<file path="src/hw/rtl/bae_pkg.sv">
// ----------------------------------------------------------------------------
// bae_pkg
// Shared types and constants for the binary arithmetic encoder: word
// structs, sequencer states, packer commands and the probability clamp.
// ----------------------------------------------------------------------------
package bae_pkg;

  localparam int CODE_BITS_DEF  = 32;
  localparam int FOLLOW_MAX_DEF = 255;

  // One word per item is reserved for the count-only result.
  localparam int MAX_RESULTS = 40;
  localparam int MAX_BYTES   = MAX_RESULTS - 1;
  localparam int BUF_AW      = $clog2(MAX_BYTES + 1);

  localparam logic [31:0] PROB_UNIT  = 32'hFFFF_FFFF;
  localparam logic [31:0] SCALED_MIN = 32'd429496;
  localparam logic [31:0] SCALED_MAX = 32'd4294537798;

  typedef enum logic {
    OP_ENCODE = 1'b0,
    OP_FINISH = 1'b1
  } op_t;

  typedef struct packed {
    logic        operation;
    logic        symbol_bit;
    logic [31:0] prob_one;
  } in_word_t;

  typedef struct packed {
    logic [7:0]  out_byte;
    logic        has_byte;
    logic        last;
    logic [31:0] symbol_count;
    logic        follow_overflow;
  } out_word_t;

  typedef enum logic [3:0] {
    S_IDLE,
    S_MUL,
    S_ADD,
    S_DIV1,
    S_DIV2,
    S_SPLIT,
    S_RENORM,
    S_FOLLOW,
    S_FIN,
    S_FLUSH,
    S_RD,
    S_OUT,
    S_CNT
  } state_t;

  typedef struct packed {
    logic start;
    logic bit_en;
    logic bit_val;
    logic flush;
  } pack_cmd_t;

endpackage

</file>
<file path="src/hw/rtl/bae_pack.sv">
// ----------------------------------------------------------------------------
// bae_pack
// Packs code bits LSB-first into bytes and stores the finished bytes of one
// item in a small buffer that the sequencer reads back afterwards.
// ----------------------------------------------------------------------------
module bae_pack (
  input  logic                      clk,
  input  logic                      rst_n,
  input  bae_pkg::pack_cmd_t        cmd,
  input  logic                      rd_en,
  input  logic [bae_pkg::BUF_AW-1:0] rd_addr,
  output logic [7:0]                rd_data,
  output logic [bae_pkg::BUF_AW-1:0] byte_count
);
  import bae_pkg::*;

  logic [7:0]        acc_r, acc_nxt;
  logic [2:0]        pos_r, pos_nxt;
  logic [BUF_AW-1:0] cnt_r, cnt_nxt;
  logic [7:0]        acc_with;
  logic              room;
  logic              wr_en;
  logic [7:0]        wr_data;
  logic [7:0]        mem [MAX_BYTES];
  logic [7:0]        rd_data_r;

  always_comb begin
    acc_with = acc_r | (8'(cmd.bit_val) << pos_r);
    room     = (cnt_r < BUF_AW'(MAX_BYTES));
    acc_nxt  = acc_r;
    pos_nxt  = pos_r;
    cnt_nxt  = cnt_r;
    wr_en    = 1'b0;
    wr_data  = acc_with;
    if (cmd.start) begin
      cnt_nxt = '0;
    end else if (cmd.bit_en) begin
      if (pos_r == 3'd7) begin
        // A full byte past the buffer limit is dropped, but the packer still clears.
        wr_en   = room;
        acc_nxt = '0;
        pos_nxt = '0;
      end else begin
        acc_nxt = acc_with;
        pos_nxt = pos_r + 3'd1;
      end
    end else if (cmd.flush) begin
      wr_data = acc_r;
      wr_en   = (pos_r != 3'd0) && room;
      acc_nxt = '0;
      pos_nxt = '0;
    end
    if (wr_en) begin
      cnt_nxt = cnt_r + BUF_AW'(1);
    end
  end

  always_ff @(posedge clk) begin
    if (!rst_n) begin
      acc_r <= '0;
      pos_r <= '0;
      cnt_r <= '0;
    end else begin
      acc_r <= acc_nxt;
      pos_r <= pos_nxt;
      cnt_r <= cnt_nxt;
    end
  end

  always_ff @(posedge clk) begin
    if (wr_en) begin
      mem[cnt_r] <= wr_data;
    end
  end

  always_ff @(posedge clk) begin
    if (rd_en) begin
      rd_data_r <= mem[rd_addr];
    end
  end

  assign rd_data    = rd_data_r;
  assign byte_count = cnt_r;

endmodule

</file>
<file path="src/hw/rtl/binary_arithmetic_encoder_unit.sv">
// ----------------------------------------------------------------------------
// binary_arithmetic_encoder_unit
// Encode: the split runs as multiply, add, two reduction steps and narrow,
// then the interval rescales step by step until it is found settled, with
// the pending follow bits sent after each decided bit; each result word is
// then read from the buffer and offered, and the unit returns to idle.
// Finish: the termination bits with the pending follow bits, then the
// flush, then each byte and the count word. One item at a time;
// ready only while idle.
// Synchronous active-low reset returns the coder to the full interval.
// ----------------------------------------------------------------------------
module binary_arithmetic_encoder_unit #(
  parameter int CODE_BITS  = bae_pkg::CODE_BITS_DEF,
  parameter int FOLLOW_MAX = bae_pkg::FOLLOW_MAX_DEF
) (
  input  logic               clk,
  input  logic               rst_n,
  input  logic               in_valid,
  output logic               in_ready,
  input  bae_pkg::in_word_t  in_data,
  output logic               out_valid,
  input  logic               out_ready,
  output bae_pkg::out_word_t out_data
);
  import bae_pkg::*;

  localparam int CB  = CODE_BITS;
  localparam int PW  = CB + 32;
  localparam int PFW = $clog2(FOLLOW_MAX + 1);
  localparam int FW  = $clog2(FOLLOW_MAX + 2);

  state_t            state_r, state_nxt;
  logic [CB-1:0]     low_r, low_nxt;
  logic [CB-1:0]     high_r, high_nxt;
  logic [PFW-1:0]    pend_r, pend_nxt;
  logic [FW-1:0]     fleft_r, fleft_nxt;
  logic              fbit_r, fbit_nxt;
  logic              fin_r, fin_nxt;
  logic [31:0]       count_r, count_nxt;
  logic              ovf_r, ovf_nxt;
  logic [BUF_AW-1:0] rd_ptr_r, rd_ptr_nxt;

  logic [31:0]       scaled_r, scaled_nxt;
  logic [CB:0]       range_r, range_nxt;
  logic [PW-1:0]     p_r, p_nxt;
  logic [CB-1:0]     a_r, a_nxt;
  logic [32:0]       s_r, s_nxt;
  logic [32:0]       t_r, t_nxt;
  logic [CB-1:0]     q_r, q_nxt;
  logic              bit_r, bit_nxt;

  logic [31:0]       prob_inv;
  logic [31:0]       scaled_clamp;
  logic [PW-1:0]     mul_w;
  logic [CB-1:0]     split;
  logic              byte_last;
  logic              rd_en;
  logic [7:0]        rd_data;
  logic [BUF_AW-1:0] byte_count;
  pack_cmd_t         cmd;

  bae_pack u_pack (
    .clk        (clk),
    .rst_n      (rst_n),
    .cmd        (cmd),
    .rd_en      (rd_en),
    .rd_addr    (rd_ptr_r),
    .rd_data    (rd_data),
    .byte_count (byte_count)
  );

  assign prob_inv     = PROB_UNIT - in_data.prob_one;
  assign scaled_clamp = (prob_inv < SCALED_MIN) ? SCALED_MIN :
                        (prob_inv > SCALED_MAX) ? SCALED_MAX : prob_inv;
  assign mul_w        = range_r[CB-1:0] * scaled_r;
  // Quotient by 2^32-1 is a + c plus one when the final remainder reaches the divisor.
  assign split        = low_r + q_r + CB'(t_r >= 33'(PROB_UNIT));
  assign byte_last    = !fin_r && (BUF_AW'(rd_ptr_r + BUF_AW'(1)) == byte_count);

  always_comb begin
    state_nxt  = state_r;
    low_nxt    = low_r;
    high_nxt   = high_r;
    pend_nxt   = pend_r;
    fleft_nxt  = fleft_r;
    fbit_nxt   = fbit_r;
    fin_nxt    = fin_r;
    count_nxt  = count_r;
    ovf_nxt    = ovf_r;
    rd_ptr_nxt = rd_ptr_r;
    scaled_nxt = scaled_r;
    range_nxt  = range_r;
    p_nxt      = p_r;
    a_nxt      = a_r;
    s_nxt      = s_r;
    t_nxt      = t_r;
    q_nxt      = q_r;
    bit_nxt    = bit_r;
    cmd        = '0;
    rd_en      = 1'b0;
    in_ready   = 1'b0;
    out_valid  = 1'b0;

    case (state_r)
      S_IDLE: begin
        in_ready = 1'b1;
        if (in_valid) begin
          cmd.start  = 1'b1;
          rd_ptr_nxt = '0;
          fin_nxt    = (in_data.operation == OP_FINISH);
          bit_nxt    = in_data.symbol_bit;
          scaled_nxt = scaled_clamp;
          range_nxt  = {1'b0, high_r} - {1'b0, low_r} + (CB+1)'(1);
          state_nxt  = (in_data.operation == OP_FINISH) ? S_FIN : S_MUL;
        end
      end
      S_MUL: begin
        p_nxt     = mul_w;
        state_nxt = S_ADD;
      end
      S_ADD: begin
        // The top range bit is set only for the full interval, where the low part is zero.
        if (range_r[CB]) begin
          p_nxt = p_r + {scaled_r, {CB{1'b0}}};
        end
        state_nxt = S_DIV1;
      end
      S_DIV1: begin
        a_nxt     = p_r[PW-1:32];
        s_nxt     = 33'(p_r[PW-1:32]) + 33'(p_r[31:0]);
        state_nxt = S_DIV2;
      end
      S_DIV2: begin
        t_nxt     = 33'(s_r[32]) + 33'(s_r[31:0]);
        q_nxt     = a_r + CB'(s_r[32]);
        state_nxt = S_SPLIT;
      end
      S_SPLIT: begin
        if (bit_r) begin
          low_nxt = split;
        end else begin
          high_nxt = split - CB'(1);
        end
        state_nxt = S_RENORM;
      end
      S_RENORM: begin
        if (!high_r[CB-1] || low_r[CB-1]) begin
          // Lower or upper half: the bit is decided, the top bit shifts out.
          cmd.bit_en  = 1'b1;
          cmd.bit_val = low_r[CB-1];
          low_nxt     = {low_r[CB-2:0], 1'b0};
          high_nxt    = {high_r[CB-2:0], 1'b1};
          if (pend_r != '0) begin
            fleft_nxt = FW'(pend_r);
            fbit_nxt  = low_r[CB-1];
            pend_nxt  = '0;
            state_nxt = S_FOLLOW;
          end
        end else if (low_r[CB-2] && !high_r[CB-2]) begin
          // Middle straddle: defer a follow bit or flag overflow, expand around the center.
          if (pend_r >= PFW'(FOLLOW_MAX)) begin
            ovf_nxt = 1'b1;
          end else begin
            pend_nxt = pend_r + PFW'(1);
          end
          low_nxt  = {1'b0, low_r[CB-3:0], 1'b0};
          high_nxt = {1'b1, high_r[CB-3:0], 1'b1};
        end else begin
          if (count_r != '1) begin
            count_nxt = count_r + 32'd1;
          end
          state_nxt = S_RD;
        end
      end
      S_FOLLOW: begin
        if (fleft_r != '0) begin
          cmd.bit_en  = 1'b1;
          cmd.bit_val = !fbit_r;
          fleft_nxt   = fleft_r - FW'(1);
        end else begin
          state_nxt = fin_r ? S_FLUSH : S_RENORM;
        end
      end
      S_FIN: begin
        cmd.bit_en  = 1'b1;
        cmd.bit_val = low_r[CB-1] | low_r[CB-2];
        fbit_nxt    = low_r[CB-1] | low_r[CB-2];
        fleft_nxt   = FW'(pend_r) + FW'(1);
        state_nxt   = S_FOLLOW;
      end
      S_FLUSH: begin
        cmd.flush = 1'b1;
        state_nxt = S_RD;
      end
      S_RD: begin
        if (rd_ptr_r == byte_count) begin
          state_nxt = fin_r ? S_CNT : S_IDLE;
        end else begin
          rd_en     = 1'b1;
          state_nxt = S_OUT;
        end
      end
      S_OUT: begin
        out_valid = 1'b1;
        if (out_ready) begin
          rd_ptr_nxt = rd_ptr_r + BUF_AW'(1);
          state_nxt  = S_RD;
        end
      end
      S_CNT: begin
        out_valid = 1'b1;
        if (out_ready) begin
          low_nxt   = '0;
          high_nxt  = '1;
          pend_nxt  = '0;
          count_nxt = '0;
          ovf_nxt   = 1'b0;
          state_nxt = S_IDLE;
        end
      end
      default: begin
        state_nxt = S_IDLE;
      end
    endcase
  end

  always_comb begin
    out_data.out_byte        = (state_r == S_OUT) ? rd_data : 8'd0;
    out_data.has_byte        = (state_r == S_OUT);
    out_data.last            = (state_r == S_CNT) || byte_last;
    out_data.symbol_count    = count_r;
    out_data.follow_overflow = ovf_r;
  end

  always_ff @(posedge clk) begin
    if (!rst_n) begin
      state_r  <= S_IDLE;
      low_r    <= '0;
      high_r   <= '1;
      pend_r   <= '0;
      fleft_r  <= '0;
      fin_r    <= 1'b0;
      count_r  <= '0;
      ovf_r    <= 1'b0;
      rd_ptr_r <= '0;
    end else begin
      state_r  <= state_nxt;
      low_r    <= low_nxt;
      high_r   <= high_nxt;
      pend_r   <= pend_nxt;
      fleft_r  <= fleft_nxt;
      fin_r    <= fin_nxt;
      count_r  <= count_nxt;
      ovf_r    <= ovf_nxt;
      rd_ptr_r <= rd_ptr_nxt;
    end
  end

  always_ff @(posedge clk) begin
    fbit_r   <= fbit_nxt;
    scaled_r <= scaled_nxt;
    range_r  <= range_nxt;
    p_r      <= p_nxt;
    a_r      <= a_nxt;
    s_r      <= s_nxt;
    t_r      <= t_nxt;
    q_r      <= q_nxt;
    bit_r    <= bit_nxt;
  end

  a_ready_no_out: assert property (@(posedge clk) disable iff (!rst_n)
    in_ready |-> !out_valid)
    else $error("input ready while a result word is offered");

  a_busy_after_accept: assert property (@(posedge clk) disable iff (!rst_n)
    (in_valid && in_ready) |=> !in_ready)
    else $error("ready again right after accepting a word");

  a_count_word_last: assert property (@(posedge clk) disable iff (!rst_n)
    (out_valid && !out_data.has_byte) |-> out_data.last)
    else $error("count-only word not marked last");

  a_interval_order: assert property (@(posedge clk) disable iff (!rst_n)
    (state_r == S_IDLE) |-> (low_r <= high_r))
    else $error("interval low above high while idle");

endmodule
</file>
<file path="config.mk">
export PLATFORM = sky130hd
export DESIGN_NAME = binary_arithmetic_encoder_unit
export DESIGN_NICKNAME = d
export VERILOG_FILES = /design/src/hw/rtl/bae_pkg.sv /design/src/hw/rtl/bae_pack.sv /design/src/hw/rtl/binary_arithmetic_encoder_unit.sv
export SDC_FILE = /design/constraint.sdc
export NUM_CORES = 2
export LEC_CHECK = 0
export ABC_AREA = 1
export BUFFER_PORTS_ARGS = -buffer_cell sky130_fd_sc_hd__buf_2
export CAP_MARGIN = 0
export CORE_ASPECT_RATIO = 1.5
export CORE_MARGIN = 1
export CORE_UTILIZATION = 65
export CTS_CLUSTER_DIAMETER = 100
export DETAILED_ROUTE_END_ITERATION = 7
export PLACE_DENSITY = 0.9
export SLEW_MARGIN = 20
export SYNTH_ARGS = -nofsm -noshare
export SYNTH_HDL_FRONTEND = slang
export SYNTH_SLANG_ARGS = --single-unit
</file>
<file path="constraint.sdc">
create_clock -name clk -period 17.6 [get_ports clk]
set_input_delay 3.52 -clock clk [delete_from_list [all_inputs] [get_ports clk]]
set_output_delay 3.52 -clock clk [all_outputs]
set_load 0.02 [all_outputs]
</file>
==> flow_metrics.tcl <==
set metrics [dict create \
    cts_buffer_depth 3 \
    rows 150 \
    root_buffer "clkbuf_16" \
    synth_seq_area_share_pct 27.7 \
    skew_ps 47.2 \
    dp_cells 10100 \
    core_area_sq_um 111000 \
    hpwlAfterDp_mm 166 \
    clock_sinks 723 \
    grt-ovfl-total 0 \
    holdPathStages 2 \
    fin_cells 10200 \
    dieArea_sq_um 114000 \
    setup_viol 0 \
    worstMarginPinSlew_ps 1030 \
    min_from "fleft_r[8]" \
    fmax_mhz 122 \
    vias 61900 \
    path_max_fanout 23 \
    firstDrtPassIters 7 \
    drc 0 \
    rr_worst_depth 27 \
    seq_area_sq_um 20300 \
    period_share_pct 46.7 \
    arrival_ps 8650 \
    dieWidth_microns 276 \
    cts.clk_slew.worst_paths_ps 70 \
    ant_nets 0 \
    min-delay-path-class "reg -> reg" \
    cp-end-kind "flop" \
    synth_edf_count 581 \
    gp_congestion 1.05 \
    antenna_found_initial 2 \
    r2r_end "p_r[52]" \
    finalHoldViolCount 0 \
    ys_warn_count 0 \
    multiInputGateArea_sq_um 44100 \
    grt_pass1_wl_mm 344 \
    cp-start-kind "flop" \
    clock_latency_ps 690 \
    syn_nets 10200 \
    syn_to_final_growth_pct 5.92 \
    post_cts_resized 0 \
    nNetsFinal 10100 \
    cts_max_level 3 \
    first_iter_violations 6125 \
    grt_pass1_vias 65600 \
    via_per_inst 6.05 \
    path_class "reg -> reg" \
    fin_crit_ps 8220 \
    synth.cell_area_sq_um 73200 \
    hold_path_end "fleft_r[8]" \
    crit_required_ps 18030 \
    io_buffers 82 \
    cts_tree "yes" \
    max_cap_violations 0 \
    grt_max_degree 85 \
    slew_headroom_pct 31.0 \
    start_util_pct 65.7 \
    postCtsSetupBuffers 0 \
    drv_slew 0 \
    ys_async_sr_fraction_pct 0 \
    wl_mm 223 \
    rr_startpoint "range_r[25]" \
    status "completed" \
    rsz0062_at_grt "false" \
    tns_ps 0 \
    nFillCells 8090 \
    chipHeight_microns 413 \
    layout-drive-gt1-share_pct 4.73 \
    grt_usage_pct 39.3 \
    hold_buffers 0 \
    ios 83 \
    yosysUniqueCellTypes 70 \
    netlist_instances 8794 \
    synth.avg_cell_area_sq_um 8.33 \
    ys.flop_type "edfxtp_1" \
    numCtsBuffers 73 \
    reg2reg_slack_ps 9380 \
    synth-seq-cells 723 \
    wl_per_cell_microns 21.8 \
]
per-layer routing:
metal	GRT usage [%]	part of all wire [%]	vias up	wire, microns
li1	-	-	27100	-
met5	0	0	-	0
met2	67.9	49	4087	109000
met4	35.9	10	0	23200
met1	40.8	31	29200	69600
met3	7.35	9.4	1535	21000
flip-flops by register name (all words and copies together) (netlist names), 33 cells and up:
name        flops
u_pack.mem    312
p_r            64
range_r        33
s_r            33
t_r            33
logic make-up (layout without fill, tap and decap cells):
logic type | Yosys count | after routing | share of synthesized area, %
other | 0 | 1 | 0
AOI/OAI and AO/OA | 1095 | 1095 | 8.42
buffers and inverters | 2377 | 2369 | 12.2
xor gates and xnor gates | 179 | 179 | 2.14
adders and majority gates | 1335 | 1335 | 32.1
and+or+nand+nor | 3085 | 3085 | 17.4
DFF | 723 | 723 | 27.7
placed cells by master (no fill, tap or decap), drive strengths merged, types with 38 or more instances in the layout:
master / instances
o22ai: 89
fa: 901
a21oi: 385
a31oi: 43
xor2: 119
nor2: 617
buf: 180
xnor2: 60
inv: 2055
edfxtp: 581
nor4: 38
o21ai: 414
nand2: 1987
nand4: 80
nor3: 97
nand3: 220
dfxtp: 142
ha: 434
clkbuf: 93
final cells by class:
cell class,instances,area share [%]
clock buffer,93,2.51
inverter,2054,9.95
sequential,723,26.2
timing repair buffer,180,1.48
tap,1444,2.33
multi-input combinational,5694,56.8
clock inverter,42,0.737
antenna,1,0.00323
through the flow:
stage / setup WS (ps) / utilization, % / area, sq um / hold slack (ps)
5_1_grt: 9010 / 69.6 / 77500 / 487
2_1_floorplan: 9840 / - / 73200 / 439
6_report: 9380 / 69.6 / 77500 / 472
4_1_cts: 9540 / 69.5 / 77500 / 471
3_5_place_dp: 9530 / 67.3 / 75000 / 461
3_3_place_gp: 9660 / 67.3 / 75000 / 449
worst max-delay path: stages (launching register included):
cell      delay, ps
edfxtp_1        340
buf_4           290
buf_4           420
nand2_1          90
inv_1            90
fa_1            550
fa_1            510
fa_1            550
inv_1            50
fa_1            490
inv_1            60
fa_1            480
fa_1            480
fa_1            530
inv_1            50
fa_1            470
inv_1            50
ha_1            340
inv_1           130
o21bai_1        100
a31oi_1         320
o21ai_0         220
a21oi_1         180
nand3_1         400
a21o_1          330
or2_2           270
nand3_1          60
o21ai_0          90
cells in the mapped netlist (all sizes together) (21+ instances only):
master	number	share of area, %
inv	2051	11
nand2	1987	10
fa	901	25
nor2	617	3.3
edfxtp	581	24
ha	434	7.4
o21ai	414	2.9
a21oi	385	2.6
clkbuf	297	1.5
nand3	220	1.6
dfxtp	142	3.9
xor2	119	1.4
nor3	97	0.74
o22ai	89	0.76
nand4	80	0.71
xnor2	60	0.72
a31oi	43	0.37
nor4	38	0.37
a221oi	33	0.39
buf	26	0.17
o21a	21	0.22
worst max-delay path by stage:
stage	slack, ps	end	from	cells after the start
floorplan	9840	u_pack.mem[15][0]	in_valid	3
global placement	9660	p_r[63]	scaled_r[10]	30
detailed placement	9530	p_r[52]	scaled_r[10]	27
CTS	9540	p_r[57]	scaled_r[10]	27
global route	9010	p_r[52]	scaled_r[10]	27
finish	9380	p_r[52]	range_r[25]	27
Power is left out: the tool's default activity adds up to more than one toggle a clock period on the data nets, which glitch-free logic cannot reach.
